==> src/sv/assert_macros.svh <==
// ---------------------------------------------------------------------------
// Assertion macros shared by the RTL files.
// ---------------------------------------------------------------------------
`ifndef ASSERT_MACROS_SVH
`define ASSERT_MACROS_SVH

// Condition a implies condition c in the same cycle, outside of reset.
`define ASSERT_IMPLIES(label, clk, rst_n, a, c, msg) \
  label: assert property (@(posedge clk) disable iff (!rst_n) (a) |-> (c)) \
    else $error(msg);

// A reset cycle is followed by condition c in the next cycle.
`define ASSERT_AFTER_RESET(label, clk, rst_n, c, msg) \
  label: assert property (@(posedge clk) (!rst_n) |=> (c)) \
    else $error(msg);

`endif

==> src/sv/isp_pkg.sv <==
// ---------------------------------------------------------------------------
// isp_pkg
// Types, constants and tables of the infinite element shape index splitter.
// ---------------------------------------------------------------------------
package isp_pkg;

  // Default width of the combined shape index.
  localparam int ISP_INDEX_BITS = 12;

  // Widths of the derived interval bounds and of an outer interval offset.
  localparam int BOUND_W     = 12;
  localparam int OFF_W       = 10;
  localparam int RECIP_W     = 15;
  localparam int RECIP_SHIFT = 14;
  localparam int NUM_LIMITS  = 7;

  // Element kinds.
  typedef enum logic [2:0] {
    ELEM_EDGE2   = 3'd0,
    ELEM_QUAD4   = 3'd1,
    ELEM_QUAD6   = 3'd2,
    ELEM_HEX8    = 3'd3,
    ELEM_HEX16   = 3'd4,
    ELEM_HEX18   = 3'd5,
    ELEM_PRISM6  = 3'd6,
    ELEM_PRISM12 = 3'd7
  } elem_type_t;

  // Configuration register indexes.
  typedef enum logic [2:0] {
    REG_ELEMENT_TYPE = 3'd0,
    REG_RAD_ORDER    = 3'd1,
    REG_VERTEX_DOF   = 3'd2,
    REG_SIDE_DOF     = 3'd3,
    REG_FACE_DOF     = 3'd4,
    REG_INTERIOR_DOF = 3'd5
  } cfg_reg_t;

  // Base node counts per element kind.
  localparam logic [2:0] VERT_NODES [8] = '{3'd1, 3'd2, 3'd2, 3'd4, 3'd4, 3'd4, 3'd3, 3'd3};
  localparam logic [2:0] SIDE_NODES [8] = '{3'd0, 3'd0, 3'd1, 3'd0, 3'd4, 3'd4, 3'd0, 3'd3};
  localparam logic [2:0] FACE_NODES [8] = '{3'd0, 3'd0, 3'd0, 3'd0, 3'd0, 3'd1, 3'd0, 3'd0};

  // Reciprocals ceil(2^14 / r); exact quotients for any 10-bit dividend and r below 16.
  localparam logic [RECIP_W-1:0] RECIP [16] = '{
    15'd0,    15'd16384, 15'd8192, 15'd5462, 15'd4096, 15'd3277, 15'd2731, 15'd2341,
    15'd2048, 15'd1821,  15'd1639, 15'd1490, 15'd1366, 15'd1261, 15'd1171, 15'd1093
  };

  // Configuration register file.
  typedef struct packed {
    elem_type_t  element_type;
    logic [3:0]  rad_order;
    logic [3:0]  vertex_dof;
    logic [3:0]  side_dof;
    logic [3:0]  face_dof;
    logic [5:0]  interior_dof;
  } cfg_t;

  // Interval upper limits and base offsets of one item.
  typedef struct packed {
    logic [NUM_LIMITS-1:0][BOUND_W-1:0] lim;
    logic [BOUND_W-1:0]                 total;
    logic [7:0]                         add_side;
    logic [7:0]                         add_face;
    logic [7:0]                         add_int;
    logic [3:0]                         r;
  } bounds_t;

  // Located interval of one item.
  typedef struct packed {
    logic             err;
    logic             outer;
    logic [OFF_W-1:0] off;
    logic [7:0]       add;
    logic [3:0]       r;
  } loc_t;

  // Located item with its quotient.
  typedef struct packed {
    loc_t             loc;
    logic [OFF_W-1:0] quot;
  } div_t;

  // Result beat.
  typedef struct packed {
    logic [7:0] base_index;
    logic [3:0] radial_index;
    logic       out_of_range;
  } res_t;

endpackage

==> src/sv/isp_bounds.sv <==
// ---------------------------------------------------------------------------
// isp_bounds
// First stage: derives the interval limits from the configuration.
// ---------------------------------------------------------------------------
module isp_bounds #(
  parameter int INDEX_BITS = isp_pkg::ISP_INDEX_BITS
) (
  input  logic                  clk,
  input  logic                  rst_n,
  input  isp_pkg::cfg_t         cfg,
  input  logic                  in_valid,
  output logic                  in_ready,
  input  logic [INDEX_BITS-1:0] in_index,
  output logic                  out_valid,
  input  logic                  out_ready,
  output logic [INDEX_BITS-1:0] out_index,
  output isp_pkg::bounds_t      out_bounds
);
  import isp_pkg::*;

  logic                  valid_r, valid_nxt;
  logic [INDEX_BITS-1:0] index_r;
  bounds_t               bounds_r, bounds_nxt;
  logic                  load;
  logic [BOUND_W-1:0]    p, bv, bs, bf, be, av, as_s, af, sum;

  // Stage handshake.
  assign in_ready  = !valid_r || out_ready;
  assign load      = in_valid && in_ready;
  assign valid_nxt = in_ready ? in_valid : valid_r;

  // Base dof counts, outer shell counts and cumulative limits.
  always_comb begin
    p    = BOUND_W'(cfg.rad_order) + BOUND_W'(1);
    bv   = BOUND_W'(VERT_NODES[cfg.element_type]) * BOUND_W'(cfg.vertex_dof);
    bs   = BOUND_W'(SIDE_NODES[cfg.element_type]) * BOUND_W'(cfg.side_dof);
    bf   = BOUND_W'(FACE_NODES[cfg.element_type]) * BOUND_W'(cfg.face_dof);
    be   = BOUND_W'(cfg.interior_dof);
    av   = bv * p;
    as_s = bs * p;
    af   = bf * p;
    sum  = bv + bs + bf + be;
    bounds_nxt.lim[0]   = bv;
    bounds_nxt.lim[1]   = av;
    bounds_nxt.lim[2]   = av + bs;
    bounds_nxt.lim[3]   = av + as_s;
    bounds_nxt.lim[4]   = av + as_s + bf;
    bounds_nxt.lim[5]   = av + as_s + af;
    bounds_nxt.lim[6]   = av + as_s + af + be;
    bounds_nxt.total    = (cfg.element_type == ELEM_EDGE2) ? p : sum * p;
    bounds_nxt.add_side = bv[7:0];
    bounds_nxt.add_face = bv[7:0] + bs[7:0];
    bounds_nxt.add_int  = bv[7:0] + bs[7:0] + bf[7:0];
    bounds_nxt.r        = cfg.rad_order;
  end

  // Stage registers.
  always_ff @(posedge clk) begin
    if (!rst_n) begin
      valid_r <= 1'b0;
    end else begin
      valid_r <= valid_nxt;
    end
  end

  always_ff @(posedge clk) begin
    if (load) begin
      index_r  <= in_index;
      bounds_r <= bounds_nxt;
    end
  end

  assign out_valid  = valid_r;
  assign out_index  = index_r;
  assign out_bounds = bounds_r;

endmodule

==> src/sv/isp_locate.sv <==
// ---------------------------------------------------------------------------
// isp_locate
// Second stage: places the index in its interval and forms the offset.
// ---------------------------------------------------------------------------
module isp_locate #(
  parameter int INDEX_BITS = isp_pkg::ISP_INDEX_BITS
) (
  input  logic                  clk,
  input  logic                  rst_n,
  input  logic                  in_valid,
  output logic                  in_ready,
  input  logic [INDEX_BITS-1:0] in_index,
  input  isp_pkg::bounds_t      in_bounds,
  output logic                  out_valid,
  input  logic                  out_ready,
  output isp_pkg::loc_t         out_loc
);
  import isp_pkg::*;

  localparam int CW = (INDEX_BITS > BOUND_W) ? INDEX_BITS : BOUND_W;

  logic          valid_r, valid_nxt;
  loc_t          loc_r, loc_nxt;
  logic          load;
  logic [CW-1:0] idx, lo, diff;
  logic [2:0]    sel;
  logic [7:0]    add;

  assign in_ready  = !valid_r || out_ready;
  assign load      = in_valid && in_ready;
  assign valid_nxt = in_ready ? in_valid : valid_r;

  // Interval search: first limit above the index, else the last interval.
  always_comb begin
    idx = CW'(in_index);
    sel = 3'd7;
    for (int k = NUM_LIMITS - 1; k >= 0; k--) begin
      if (idx < CW'(in_bounds.lim[k])) begin
        sel = 3'(k);
      end
    end
  end

  // Lower bound and base offset of the chosen interval.
  always_comb begin
    case (sel)
      3'd0: begin lo = '0;                        add = 8'd0;               end
      3'd1: begin lo = CW'(in_bounds.lim[0]);     add = 8'd0;               end
      3'd2: begin lo = CW'(in_bounds.lim[1]);     add = in_bounds.add_side; end
      3'd3: begin lo = CW'(in_bounds.lim[2]);     add = in_bounds.add_side; end
      3'd4: begin lo = CW'(in_bounds.lim[3]);     add = in_bounds.add_face; end
      3'd5: begin lo = CW'(in_bounds.lim[4]);     add = in_bounds.add_face; end
      3'd6: begin lo = CW'(in_bounds.lim[5]);     add = 8'd0;               end
      default: begin lo = CW'(in_bounds.lim[6]);  add = in_bounds.add_int;  end
    endcase
    diff          = idx - lo;
    loc_nxt.err   = !(idx < CW'(in_bounds.total));
    loc_nxt.outer = sel[0];
    loc_nxt.off   = diff[OFF_W-1:0];
    loc_nxt.add   = add;
    loc_nxt.r     = in_bounds.r;
  end

  always_ff @(posedge clk) begin
    if (!rst_n) begin
      valid_r <= 1'b0;
    end else begin
      valid_r <= valid_nxt;
    end
  end

  always_ff @(posedge clk) begin
    if (load) begin
      loc_r <= loc_nxt;
    end
  end

  assign out_valid = valid_r;
  assign out_loc   = loc_r;

endmodule

==> src/sv/isp_divide.sv <==
// ---------------------------------------------------------------------------
// isp_divide
// Third and fourth stages: reciprocal division by the radial order and the
// result register.
// ---------------------------------------------------------------------------
module isp_divide (
  input  logic           clk,
  input  logic           rst_n,
  input  logic           in_valid,
  output logic           in_ready,
  input  isp_pkg::loc_t  in_loc,
  output logic           out_valid,
  input  logic           out_ready,
  output isp_pkg::res_t  out_res
);
  import isp_pkg::*;
  `include "assert_macros.svh"

  logic                       s3_valid_r, s3_valid_nxt;
  div_t                       s3_r, s3_nxt;
  logic                       s4_valid_r, s4_valid_nxt;
  res_t                       res_r, res_nxt;
  logic                       s3_ready, s3_load, s4_load;
  logic [OFF_W+RECIP_W-1:0]   prod;
  logic [OFF_W+3:0]           qr;
  logic [OFF_W-1:0]           rem;

  // Handshake of both stages.
  assign s3_ready     = !s4_valid_r || out_ready;
  assign in_ready     = !s3_valid_r || s3_ready;
  assign s3_load      = in_valid && in_ready;
  assign s4_load      = s3_valid_r && s3_ready;
  assign s3_valid_nxt = in_ready ? in_valid : s3_valid_r;
  assign s4_valid_nxt = s3_ready ? s3_valid_r : s4_valid_r;

  // Quotient by multiplication with the reciprocal of the radial order.
  always_comb begin
    prod        = OFF_W'(in_loc.off) * RECIP[in_loc.r];
    s3_nxt.loc  = in_loc;
    s3_nxt.quot = prod[RECIP_SHIFT +: OFF_W];
  end

  // Remainder and the final result fields.
  always_comb begin
    qr  = (OFF_W + 4)'(s3_r.quot) * (OFF_W + 4)'(s3_r.loc.r);
    rem = s3_r.loc.off - qr[OFF_W-1:0];
    res_nxt.out_of_range = s3_r.loc.err;
    if (s3_r.loc.err) begin
      res_nxt.base_index   = 8'd0;
      res_nxt.radial_index = 4'd0;
    end else if (!s3_r.loc.outer) begin
      res_nxt.base_index   = s3_r.loc.off[7:0] + s3_r.loc.add;
      res_nxt.radial_index = 4'd0;
    end else if (s3_r.loc.r == 4'd0) begin
      res_nxt.base_index   = 8'd0;
      res_nxt.radial_index = 4'd0;
    end else begin
      res_nxt.base_index   = s3_r.quot[7:0] + s3_r.loc.add;
      res_nxt.radial_index = rem[3:0] + 4'd1;
    end
  end

  always_ff @(posedge clk) begin
    if (!rst_n) begin
      s3_valid_r <= 1'b0;
      s4_valid_r <= 1'b0;
    end else begin
      s3_valid_r <= s3_valid_nxt;
      s4_valid_r <= s4_valid_nxt;
    end
  end

  always_ff @(posedge clk) begin
    if (s3_load) begin
      s3_r <= s3_nxt;
    end
    if (s4_load) begin
      res_r <= res_nxt;
    end
  end

  assign out_valid = s4_valid_r;
  assign out_res   = res_r;

  // The reciprocal quotient is exact: the remainder stays below the divisor.
  `ASSERT_IMPLIES(a_rem_below_divisor, clk, rst_n, s3_valid_r && s3_r.loc.outer && (s3_r.loc.r != 4'd0), rem < OFF_W'(s3_r.loc.r), "reciprocal quotient off by one")

endmodule

==> src/sv/infinite_element_shape_index_split_unit.sv <==
// ---------------------------------------------------------------------------
// infinite_element_shape_index_split_unit
// Splits a combined infinite element shape index into base and radial index.
// ---------------------------------------------------------------------------
// Usage:
// - Input beats on in_* carry one combined shape index each. Result beats on
//   out_* carry the base index and the radial index, with an out-of-range flag
//   in out_tuser; a flagged beat has both indexes zero.
// - The cfg_* channel writes the element type, radial order and dof counts,
//   one register per beat; cfg_ready is always high. Write only while no
//   beat is in flight.
// - Four register stages: limits, interval search, reciprocal multiply,
//   remainder and result. An accepted beat passes through them in that order
//   to out_tvalid; one beat is accepted per cycle while out_tready is high.
// - A stalled receiver fills the stages; in_tready falls once all four hold
//   a beat, and no beat is dropped or repeated.
// - Synchronous reset empties the stages and loads the register defaults:
//   edge2, radial order 1, one dof per vertex, all other counts zero.
// ---------------------------------------------------------------------------
module infinite_element_shape_index_split_unit #(
  parameter int INDEX_BITS = isp_pkg::ISP_INDEX_BITS
) (
  input  logic                               clk,
  input  logic                               rst_n,
  // Input beat: tdata = shape_index, zero padded to whole bytes.
  input  logic                               in_tvalid,
  output logic                               in_tready,
  input  logic [((INDEX_BITS+7)/8)*8-1:0]    in_tdata,
  // Result beat: tdata = base_index[7:0], radial_index[11:8], zeros above.
  output logic                               out_tvalid,
  input  logic                               out_tready,
  output logic [15:0]                        out_tdata,
  // tuser = out_of_range.
  output logic [0:0]                         out_tuser,
  // Configuration writes.
  input  logic                               cfg_valid,
  output logic                               cfg_ready,
  input  logic [2:0]                         cfg_index,
  input  logic [5:0]                         cfg_data
);
  import isp_pkg::*;
  `include "assert_macros.svh"

  cfg_t                  cfg_r, cfg_nxt;
  logic                  s1_valid, s1_ready, s2_valid, s2_ready;
  logic [INDEX_BITS-1:0] s1_index;
  bounds_t               s1_bounds;
  loc_t                  s2_loc;
  res_t                  res;

  // Configuration register file.
  assign cfg_ready = 1'b1;

  always_comb begin
    cfg_nxt = cfg_r;
    if (cfg_valid) begin
      case (cfg_reg_t'(cfg_index))
        REG_ELEMENT_TYPE: cfg_nxt.element_type = elem_type_t'(cfg_data[2:0]);
        REG_RAD_ORDER:    cfg_nxt.rad_order    = cfg_data[3:0];
        REG_VERTEX_DOF:   cfg_nxt.vertex_dof   = cfg_data[3:0];
        REG_SIDE_DOF:     cfg_nxt.side_dof     = cfg_data[3:0];
        REG_FACE_DOF:     cfg_nxt.face_dof     = cfg_data[3:0];
        REG_INTERIOR_DOF: cfg_nxt.interior_dof = cfg_data;
        default:          cfg_nxt = cfg_r;
      endcase
    end
  end

  always_ff @(posedge clk) begin
    if (!rst_n) begin
      cfg_r.element_type <= ELEM_EDGE2;
      cfg_r.rad_order    <= 4'd1;
      cfg_r.vertex_dof   <= 4'd1;
      cfg_r.side_dof     <= 4'd0;
      cfg_r.face_dof     <= 4'd0;
      cfg_r.interior_dof <= 6'd0;
    end else begin
      cfg_r <= cfg_nxt;
    end
  end

  // Pipeline stages.
  isp_bounds #(.INDEX_BITS(INDEX_BITS)) u_bounds (
    .clk        (clk),
    .rst_n      (rst_n),
    .cfg        (cfg_r),
    .in_valid   (in_tvalid),
    .in_ready   (in_tready),
    .in_index   (in_tdata[INDEX_BITS-1:0]),
    .out_valid  (s1_valid),
    .out_ready  (s1_ready),
    .out_index  (s1_index),
    .out_bounds (s1_bounds)
  );

  isp_locate #(.INDEX_BITS(INDEX_BITS)) u_locate (
    .clk       (clk),
    .rst_n     (rst_n),
    .in_valid  (s1_valid),
    .in_ready  (s1_ready),
    .in_index  (s1_index),
    .in_bounds (s1_bounds),
    .out_valid (s2_valid),
    .out_ready (s2_ready),
    .out_loc   (s2_loc)
  );

  isp_divide u_divide (
    .clk       (clk),
    .rst_n     (rst_n),
    .in_valid  (s2_valid),
    .in_ready  (s2_ready),
    .in_loc    (s2_loc),
    .out_valid (out_tvalid),
    .out_ready (out_tready),
    .out_res   (res)
  );

  // Result beat packing.
  assign out_tdata = {4'd0, res.radial_index, res.base_index};
  assign out_tuser = res.out_of_range;

  // Reset empties every stage.
  `ASSERT_AFTER_RESET(a_reset_empty, clk, rst_n, !out_tvalid, "result valid right after reset")
  // With the result stage empty, the pipeline always has room.
  `ASSERT_IMPLIES(a_ready_when_empty, clk, rst_n, !out_tvalid, in_tready, "input stalled with empty output")
  // A flagged beat carries zero indexes.
  `ASSERT_IMPLIES(a_err_zero_fields, clk, rst_n, out_tvalid && out_tuser[0], out_tdata[11:0] == 12'd0, "out-of-range beat with nonzero indexes")

endmodule
==> config.mk <==
export PLATFORM = sky130hd
export DESIGN_NAME = infinite_element_shape_index_split_unit
export DESIGN_NICKNAME = d
export VERILOG_FILES = /design/src/sv/isp_pkg.sv /design/src/sv/isp_bounds.sv /design/src/sv/isp_locate.sv /design/src/sv/isp_divide.sv /design/src/sv/infinite_element_shape_index_split_unit.sv
export VERILOG_INCLUDE_DIRS = /design/src /design/src/sv
export SDC_FILE = /design/constraint.sdc
export NUM_CORES = 1
export LEC_CHECK = 0
export BUFFER_PORTS_ARGS = -buffer_cell sky130_fd_sc_hd__buf_2
export CORE_ASPECT_RATIO = 1.25
export CORE_MARGIN = 4
export CORE_UTILIZATION = 40
export DETAILED_ROUTE_END_ITERATION = 10
export PLACE_DENSITY = 0.65
export SYNTH_ARGS = -nofsm -noshare
export SYNTH_HDL_FRONTEND = slang
export SYNTH_SLANG_ARGS = --single-unit
==> constraint.sdc <==
create_clock -name clk -period 12.2 [get_ports clk]
set_input_delay 0 -clock clk [delete_from_list [all_inputs] [get_ports clk]]
set_output_delay 0 -clock clk [all_outputs]
set_load 0.1 [all_outputs]
# Word-level counts from Yosys, hierarchy flattened
# Memory sizes are Yosys's and may differ from the RTL's.
# Cells that the tools add are included.
word_totals:
  n_memories: 4
  output_inout_bits: 20
  inputBits: 30
  word_cells: 136
  register_bits: 221
  romBits: 312
classes:
  n_addsub: 16
  eq_ne: 11
  n_mux: 20
  mul: 9
  reduce_logical: 27
  bitwise_logic: 3
  order_cmp: 10
memory_table:
  columns: ["memory", "depth", "width", "rd", "rd_clocked_by_memory_dff", "wr", "line", "source"]
  rows:
  - ["(name not given)", 16, 15, 1, 0, 0, "isp_divide.sv:38", "prod = OFF_W'(in_loc.off) * RECIP[in_loc.r];"]
  - ["(name not given)", 8, 3, 1, 0, 0, "isp_bounds.sv:35", "bv = BOUND_W'(VERT_NODES[cfg.element_type]) * BOUND_W'(cfg.vertex_dof);"]
  - ["(name not given)", 8, 3, 1, 0, 0, "isp_bounds.sv:36", "bs = BOUND_W'(SIDE_NODES[cfg.element_type]) * BOUND_W'(cfg.side_dof);"]
  - ["(name not given)", 8, 3, 1, 0, 0, "isp_bounds.sv:37", "bf = BOUND_W'(FACE_NODES[cfg.element_type]) * BOUND_W'(cfg.face_dof);"]
op_table:
  columns: ["op", "n"]
  rows:
  - ["$lt 12x12->1", 7]
  - ["$pmux 10 s7", 1]
  - ["$add 12x7->12", 3]
  - ["$mul 7x12->12", 3]
  - ["$mux 12", 3]
  - ["$mux 15", 2]
  - ["$mux 3", 10]
  - ["$add 12x12->12", 2]
  - ["$add 12x6->12", 2]
  - ["$mul 10x15->24", 1]
  - ["$pmux 8 s3", 1]
  - ["$mul 3x4->7", 3]
  - ["$add 7x7->8", 2]
  - ["$add 8x8->8", 2]
  - ["$eq 3x3->1 const B", 5]
  - ["$eq 3x2->1 const B", 4]
  - ["$lt 12x7->1", 1]
  - ["$mul 12x12->12", 1]
  - ["$reduce_and 2->1", 6]
  - ["$mul 10x4->4", 1]
  - ["$sub 10x10->10", 1]
  - ["$logic_not 3->1", 3]
  - ["$add 8x7->8", 1]
  - ["$eq 3x1->1 const B", 2]
  - ["other kinds (16)", 29]

# Longest topological paths before layout
# Gate-level depths: netlist of run 1.
logic_depth:
  depth_word: 11
  ltp_mapped: 39
  mapped_depth_nobuf: 39

# Cells and area by module
# A second synthesis of run 1 with hierarchy kept.
unflattened:
  cells_unflattened: 2343
  area_unflattened_um2: 23148.5
modules_own_cells:
  columns: ["module", "area_each_um2", "n_inst", "cells_each", "seq_area_each_um2"]
  rows:
  - ["isp_bounds", 11081.9, 1, 1034, 3713.6]
  - ["isp_divide", 6880.3, 1, 718, 1331.3]
  - ["isp_locate", 4149.0, 1, 489, 740.7]
  - ["infinite_element_shape_index_split_unit", 1037.2, 1, 102, 500.5]

# Worst setup path after synthesis of run 1
# Ideal clock, no wire load.
synth_timing:
  path_type: "flip-flop to flip-flop"
  start: "register cfg_r[23] in the netlist's numbering"
  end: "register u_bounds.bounds_r, in the netlist u_bounds.out_bounds[123] (data pin)"
  period_less_slack_ns: 9.886
  t_arrival_ns: 9.624
  t_required_ns: 11.938
  path_stages_with_launch: 37
  n_path_buf: 0
  path_slack_ns: 2.314
  setup_time_ns: 0.262
  cell_sequence: "dfxtp_1 -> inv_1 -> ha_1 -> a21boi_1 -> nor2b_1 -> fa_1 -> ha_1 -> fa_1 -> and2_1 -> fa_1 -> fa_1 -> inv_1 -> fa_1 -> inv_1 -> ha_1 -> xnor2_1 -> fa_1 -> inv_1 -> fa_1 -> fa_1 -> inv_1 -> ha_1 -> xnor2_1 -> inv_1 -> fa_1 -> inv_1 -> fa_1 -> ha_1 -> o21ai_0 -> nor2_1 -> nor2_1 -> ha_1 -> nor2_1 -> nor4b_1 -> and3_1 -> nand3_1 -> xnor2_1"
synth_lines:
  columns: ["item", "line", "source"]
  rows:
  - ["start: declaration", "infinite_element_shape_index_split_unit.sv:44", "cfg_t cfg_r, cfg_nxt;"]
  - ["start signal: assignment", "infinite_element_shape_index_split_unit.sv:78", "cfg_r <= cfg_nxt;"]
  - ["end signal: assignment", "isp_bounds.sv:69", "bounds_r <= bounds_nxt;"]
  - ["end: declaration", "isp_bounds.sv:23", "bounds_t bounds_r, bounds_nxt;"]

==> flow_summary.ini, run 1 <==
[place]
dpl.hpwl_um = 43000
numPortBuffers = 40
place_congestion = 0.901

[timing]
rsz0062_at_grt = no
worst_pin_slew_ns = 1.16
setup_tns_ns = 0
fmax_ghz = 0.0910
finalHoldViolCount = 0
finalCritPeriodShare_pct = 90.1
skew_ns = 0.0260
maxSlewViolCount = 0
finalCriticalPeriod_ns = 10.99
setup_viol = 0
relSlewSlack_pct = 22.7

[run]
maxCapViolCount = 0

[clock_network]
cts_tree = yes
clk_path_buf_depth = 3
cts_hold_buf = 33
cts_made_buffers = 22
cts.repair.resized = 0
h-tree-depth = 1
clk_latency_ns = 0.55
cts_num_sinks = 219
postCtsSetupBuffers = 0
root_buffer = clkbuf_16
clkTransAtPathRegs_ns = 0.06

[global_route]
grt_overflow = 0
grt_pass1_vias = 17200
grt_usage_pct = 18.7
grt_max_degree = 65
grt_pass1_wl_um = 88400
antenna_found_initial = 0

[power_and_ir_drop]
vdd_drop_max_mv = 0.108
fin_total_pwr_uw = 2910
power_density_nw_per_um2 = 120
p_leak_uw = 0.0114

[setup_path]
start_kind = flop
path_delay_family = adder cells
cp_slowest_cell = fa_1
cp_max_fo = 14
endpoint_kind = flop
worst-path-buf-inv = 7
worstSetupPathType = reg2reg
critical_path_arrival_ns = 11.27
crit_path_frequent_cell = fa_1
worstPathRequired_ns = 12.48
slowest_delay_ns = 0.73

[final_layout]
layout_commonest_cell = inv_1
syn2layout_area_growth_pct = 10.1
antenna_cells = 0
seq_area_um2 = 6290
final.fill_count = 5117
mostFrequentLayoutCells = inv_1, ha_1, nand2_1
fin_util_pct = 44.8
final_layout_size_suffix_gt1_share_pct = 4.93
multiInputGateArea_um2 = 14200
nets = 2811

[floorplan]
initial_core_util_pct = 40.7
core_area_um2 = 54100
die_h_um = 270
die-area_um2 = 58900
die_w_um = 218
num_rows = 95
io-pin-count = 50

[detailed_routing]
drt-initial-drc-count = 852
drtPass1Iterations = 6
routed_wl_um = 54100
antenna_left = 0
wl_per_cell_um = 17.8
num_vias = 15800
vias_per_cell = 5.21
drc_errors = 0

[yosys]
synthCells = 2218
synth_cell_type_count = 73
ys.flop_type = edfxtp_1
ys_seq_area_share_pct = 28.5
synth_area_per_cell_um2 = 9.93
syn_area_um2 = 22000
synth-edff-count = 190
synth-async-reset-ratio_pct = 0
yosysWarnings = 0
ys_ff_latch = 219

[hold_path]
hold_path.class = in2reg

[outcome]
status = complete, no violations
per-layer routing:
| metal | track usage, % | part of all wire (%) | wire length, um | vias up |
|---|---|---|---|---|
| met5 | 0 | 0 | 0 | - |
| met4 | 9.10 | 5.4 | 2950 | 0 |
| met3 | 1.43 | 3.2 | 1710 | 139 |
| met2 | 35.3 | 53 | 28700 | 330 |
| met1 | 20.9 | 38 | 20800 | 7815 |
| li1 | - | - | - | 7550 |
power by group:
part	switching (uW)	leakage, uW	internal (uW)
clock network	308	0.000352	386
registers	71.6	0.00210	899
logic	698	0.00891	542
total	1080	0.0114	1830
cell type report:
class / instances / area share [%]
clock buffers: 28 / 2.54
clock inverters: 12 / 0.542
inverters: 358 / 5.55
multi-input cells: 1600 / 58.8
flip-flops and latches: 219 / 25.9
well taps: 727 / 3.75
repair buffers: 97 / 2.93
sequential cells by signal, summed over array words and instances, names as in the netlist:
| name | cells |
|---|---|
| u_divide.s3_r | 29 |
| cfg_r | 25 |
| u_bounds.out_valid | 1 |
| u_locate.out_loc | 24 |
| u_locate.out_valid | 1 |
| u_bounds.out_index | 12 |
| u_divide.out_valid | 1 |
| u_divide.s3_valid_r | 1 |
| u_divide.out_res | 13 |
| u_bounds.out_bounds | 111 |
| u_divide.res_nxt | 1 |
cells in the mapped netlist (all sizes together), types with 4 or more instances:
cell / count / area share [%]
o21a: 10 / 0.34
nand4b: 4 / 0.16
mux2i: 24 / 1.1
inv: 358 / 6.1
a31o: 4 / 0.16
a2111oi: 5 / 0.20
nand2: 217 / 3.7
edfxtp: 190 / 26
a41o: 7 / 0.32
a222oi: 9 / 0.41
o41ai: 4 / 0.19
a22o: 5 / 0.20
o2111ai: 4 / 0.16
a21boi: 10 / 0.34
a211oi: 8 / 0.30
or2: 4 / 0.11
nand4: 7 / 0.20
and4: 4 / 0.16
o211ai: 8 / 0.30
buf: 6 / 0.19
o21ai: 55 / 1.3
nor2: 104 / 1.8
or3: 5 / 0.14
a22oi: 6 / 0.20
a21oi: 102 / 2.3
a21o: 40 / 1.4
nand3b: 6 / 0.20
ha: 290 / 16
xnor2: 85 / 3.4
and2: 113 / 3.2
nor3: 24 / 0.55
o31ai: 4 / 0.14
nand2b: 29 / 0.82
nor2b: 68 / 1.9
nor4: 7 / 0.20
o21bai: 14 / 0.48
a31oi: 8 / 0.23
clkbuf: 38 / 0.65
nor4b: 4 / 0.16
xor2: 38 / 1.5
and3: 14 / 0.40
fa: 193 / 18
nand3: 27 / 0.61
dfxtp: 29 / 2.6
path summary, 6_finish.rpt:
kind	start	endpoint	slack (ns)	cells after the start
worst max-delay path	cfg_r[24]	u_bounds.out_bounds[123]	1.21	36
worst min-delay path	cfg_valid	cfg_r[7]	0.02	5
worst max register to register	cfg_r[24]	u_bounds.out_bounds[123]	1.21	36
worst min register to register	u_bounds.out_bounds[2]	u_locate.out_loc[2]	0.42	0
stage by stage:
stage | cells | cell area [um2] | hold slack [ns] | worst slack (ns)
floorplan | 2221 | 22000 | 0.0989 | 2.31
global placement | 2968 | 23200 | 0.181 | 1.42
detailed placement | 2968 | 23200 | 0.180 | 1.27
CTS | 3041 | 24200 | 0.00306 | 1.22
global route | 3041 | 24200 | 0.0442 | 0.587
finish | 3041 | 24200 | 0.0220 | 1.21
cell families after synthesis:
logic type,after synthesis,share of synthesized area [%]
buffers and inverters,402,6.94
AO/OA/AOI/OAI,317,9.46
adder cells (fa/ha/maj),483,34.0
multiplexers,27,1.30
AND/OR/NAND/NOR,643,14.6
XOR/XNOR,125,5.13
flip-flops,219,28.5
other,2,0.0341
tightest hold or removal path: stages:
cell and delay, ns:
buf_2 0.12, nand2_1 0.06, nor3_1 0.11, mux2i_1 0.17
nor2b_1 0.05
Power figures use the tool's default switching activity.
==> run 2: changes to the inputs <==
--- a/config.mk
+++ b/config.mk
@@ -6,6 +6,7 @@
 export SDC_FILE = /design/constraint.sdc
 export NUM_CORES = 1
 export LEC_CHECK = 0
+export ABC_AREA = 1
 export BUFFER_PORTS_ARGS = -buffer_cell sky130_fd_sc_hd__buf_2
 export CORE_ASPECT_RATIO = 1.25
 export CORE_MARGIN = 4
==> run 2 against run 1 <==
  * Via count increased by 9.9%
  * Worst hold slack improved by 0.013 ns
  * Worst setup slack better by 0.42 ns
  * Clock skew fell by 0.013 ns
  * Die area rose by 1.6%
  * Synthesized cell count increased by 17%
  * Non-clock buffer count is 13 lower
  * Count of clock-buffer cells in the layout decreased by 2
  * Clock power grew 12%
  * Synthesized area grew 1.7%
  * Global-route usage up 1.3 points
  * Final area increased by 1.5%
  * Critical endpoint unchanged
  * Largest power group unchanged
==> flow_summary.ini, run 2 <==
[final_layout]
antenna_cells = 0
mostFrequentLayoutCells = inv_1, nand2_1, ha_1
final.fill_count = 5320
seq_area_um2 = 6290
final_layout_size_suffix_gt1_share_pct = 5.11
fin_util_pct = 44.6
nets = 3193
largest_register_ffs = 111
multiInputGateArea_um2 = 13900
layout_commonest_cell = inv_1
syn2layout_area_growth_pct = 9.87

[setup_path]
rr_endpoint = u_bounds.out_bounds[123]
worstPathRequired_ns = 12.49
critical_path_arrival_ns = 10.87
crit_start = cfg_r[23]
cp_slowest_cell = fa_1
ff2ff_setup_slack_ns = 1.62
cp_max_fo = 16
start_kind = flop
worstSetupPathType = reg2reg
endpoint_kind = flop
r2r_cells = 41
r2r_start = cfg_r[23]
slowest_delay_ns = 0.66

[hold_path]
hold_depth = 5
hold_start = cfg_valid
holdPathEnd = cfg_r[15]
hold_path.class = in2reg

[clock_network]
cts_tree = yes
clkTransAtPathRegs_ns = 0.06
cts_made_buffers = 25
root_buffer = clkbuf_16
clk_latency_ns = 0.54
h-tree-depth = 1
clk_path_buf_depth = 3
cts_num_sinks = 219
postCtsSetupBuffers = 0

[yosys]
ys_seq_area_share_pct = 28.1
synth_area_leaders = edfxtp_1, fa_1, ha_1
synth_most_common_cell = inv_1
synth_cell_type_count = 54
synth_top_area_share_pct = 25.5
synth_area_leader_cell = edfxtp_1
ys_ff_latch = 219
syn_area_um2 = 22400
synthCells = 2604
ys.flop_type = edfxtp_1
synth-async-reset-ratio_pct = 0
ys_top_cells_by_count = inv_1, nand2_1, ha_1
yosysWarnings = 0
synth_area_per_cell_um2 = 8.60
synth-edff-count = 190

[outcome]
status = complete, no violations

[detailed_routing]
num_vias = 17400
wl_per_cell_um = 17.1
drt-initial-drc-count = 1017
drc_errors = 0
vias_per_cell = 5.07
routed_wl_um = 58700
antenna_left = 0
drtPass1Iterations = 5

[timing]
setup_viol = 0
skew_ns = 0.0130
relSlewSlack_pct = 28.7
setup_tns_ns = 0
rsz0062_at_grt = no
finalHoldViolCount = 0
maxSlewViolCount = 0
fmax_ghz = 0.0945
finalCriticalPeriod_ns = 10.58
worst_pin_slew_ns = 1.07
finalCritPeriodShare_pct = 86.7

[global_route]
grt_usage_pct = 20.0
grt_overflow = 0
grt_pass1_vias = 18200
grt_pass1_wl_um = 94800
grt_max_degree = 73
antenna_found_initial = 0

[place]
numPortBuffers = 40
dpl.hpwl_um = 47800
place_congestion = 0.928

[power_and_ir_drop]
fin_total_pwr_uw = 3610
vdd_drop_max_mv = 0.180
p_leak_uw = 0.0124
power_density_nw_per_um2 = 147

[floorplan]
die_h_um = 273
die_w_um = 220
io-pin-count = 50
num_rows = 96
core_area_um2 = 55100
die-area_um2 = 59800
initial_core_util_pct = 40.6

[run]
maxCapViolCount = 0
run 2: cell type report:
type	instances	share of cell area, %
tap	735	3.74
timing repair buffer	84	2.52
clock buffer	26	2.56
clock inverter	19	0.814
inverter	554	8.49
multi-input combinational	1796	56.3
sequential	219	25.6
run 2: logic make-up (layout without fill, tap and decap cells):
| logic type | Yosys count | in the layout | share of synthesized area, % |
|---|---|---|---|
| xor+xnor | 98 | 98 | 3.87 |
| simple gates | 903 | 903 | 16.9 |
| compound gates | 307 | 307 | 7.50 |
| flops | 219 | 219 | 28.1 |
| other cells | 2 | 5 | 0.0335 |
| buf+inv | 592 | 683 | 10.1 |
| fa+ha+maj | 483 | 483 | 33.5 |
run 2: worst max path at each step:
stage | endpoint | cells past startpoint
after global placement | u_bounds.out_bounds[123] | 42
after detailed placement | u_bounds.out_bounds[123] | 42
after floorplan | u_bounds.out_bounds[123] | 38
after CTS | u_bounds.out_bounds[123] | 42
final | u_bounds.out_bounds[123] | 41
after global routing | u_bounds.out_bounds[123] | 42
run 2: per-stage QoR:
stage	hold WS [ns]	setup WS [ns]	instances	area, um2
finish	0.0351	1.62	3433	24600
global placement	0.177	1.78	3352	23400
detailed placement	0.179	1.64	3352	23400
CTS	0.0167	1.60	3433	24600
global route	0.0993	0.852	3433	24600
floorplan	0.0989	2.67	2607	22400
run 2: per-layer routing:
metal  wire length [um]  global-route usage [%]  vias to the layer above
met5                  0                       0                        -
met4               3200                    9.21                        0
met3               2980                    1.77                      169
met2              29900                    36.7                      518
met1              22700                    23.4                     8300
li1                   -                       -                     8410
run 2: what timing repair did:
action | 4_1_cts | 5_1_grt
endpoints found under the hold margin | 40 | 0
hold buffers | 36 | 0
gates resized for setup | 0 | 0
run 2: critical path, delay by kind of cell, from the launching register on:
family / cells / cell delay [ns]
fa+ha+maj: 15 / 6.23
simple gates: 13 / 1.81
flops: 1 / 0.41
xor+xnor: 2 / 0.55
compound gates: 2 / 0.62
buf+inv: 9 / 0.67
run 2: where the power goes:
part	internal (uW)	total [uW]	switching [uW]
sequential	929	1000	71.6
clock	458	777	318
combinational	715	1840	1120
total	2100	3610	1510
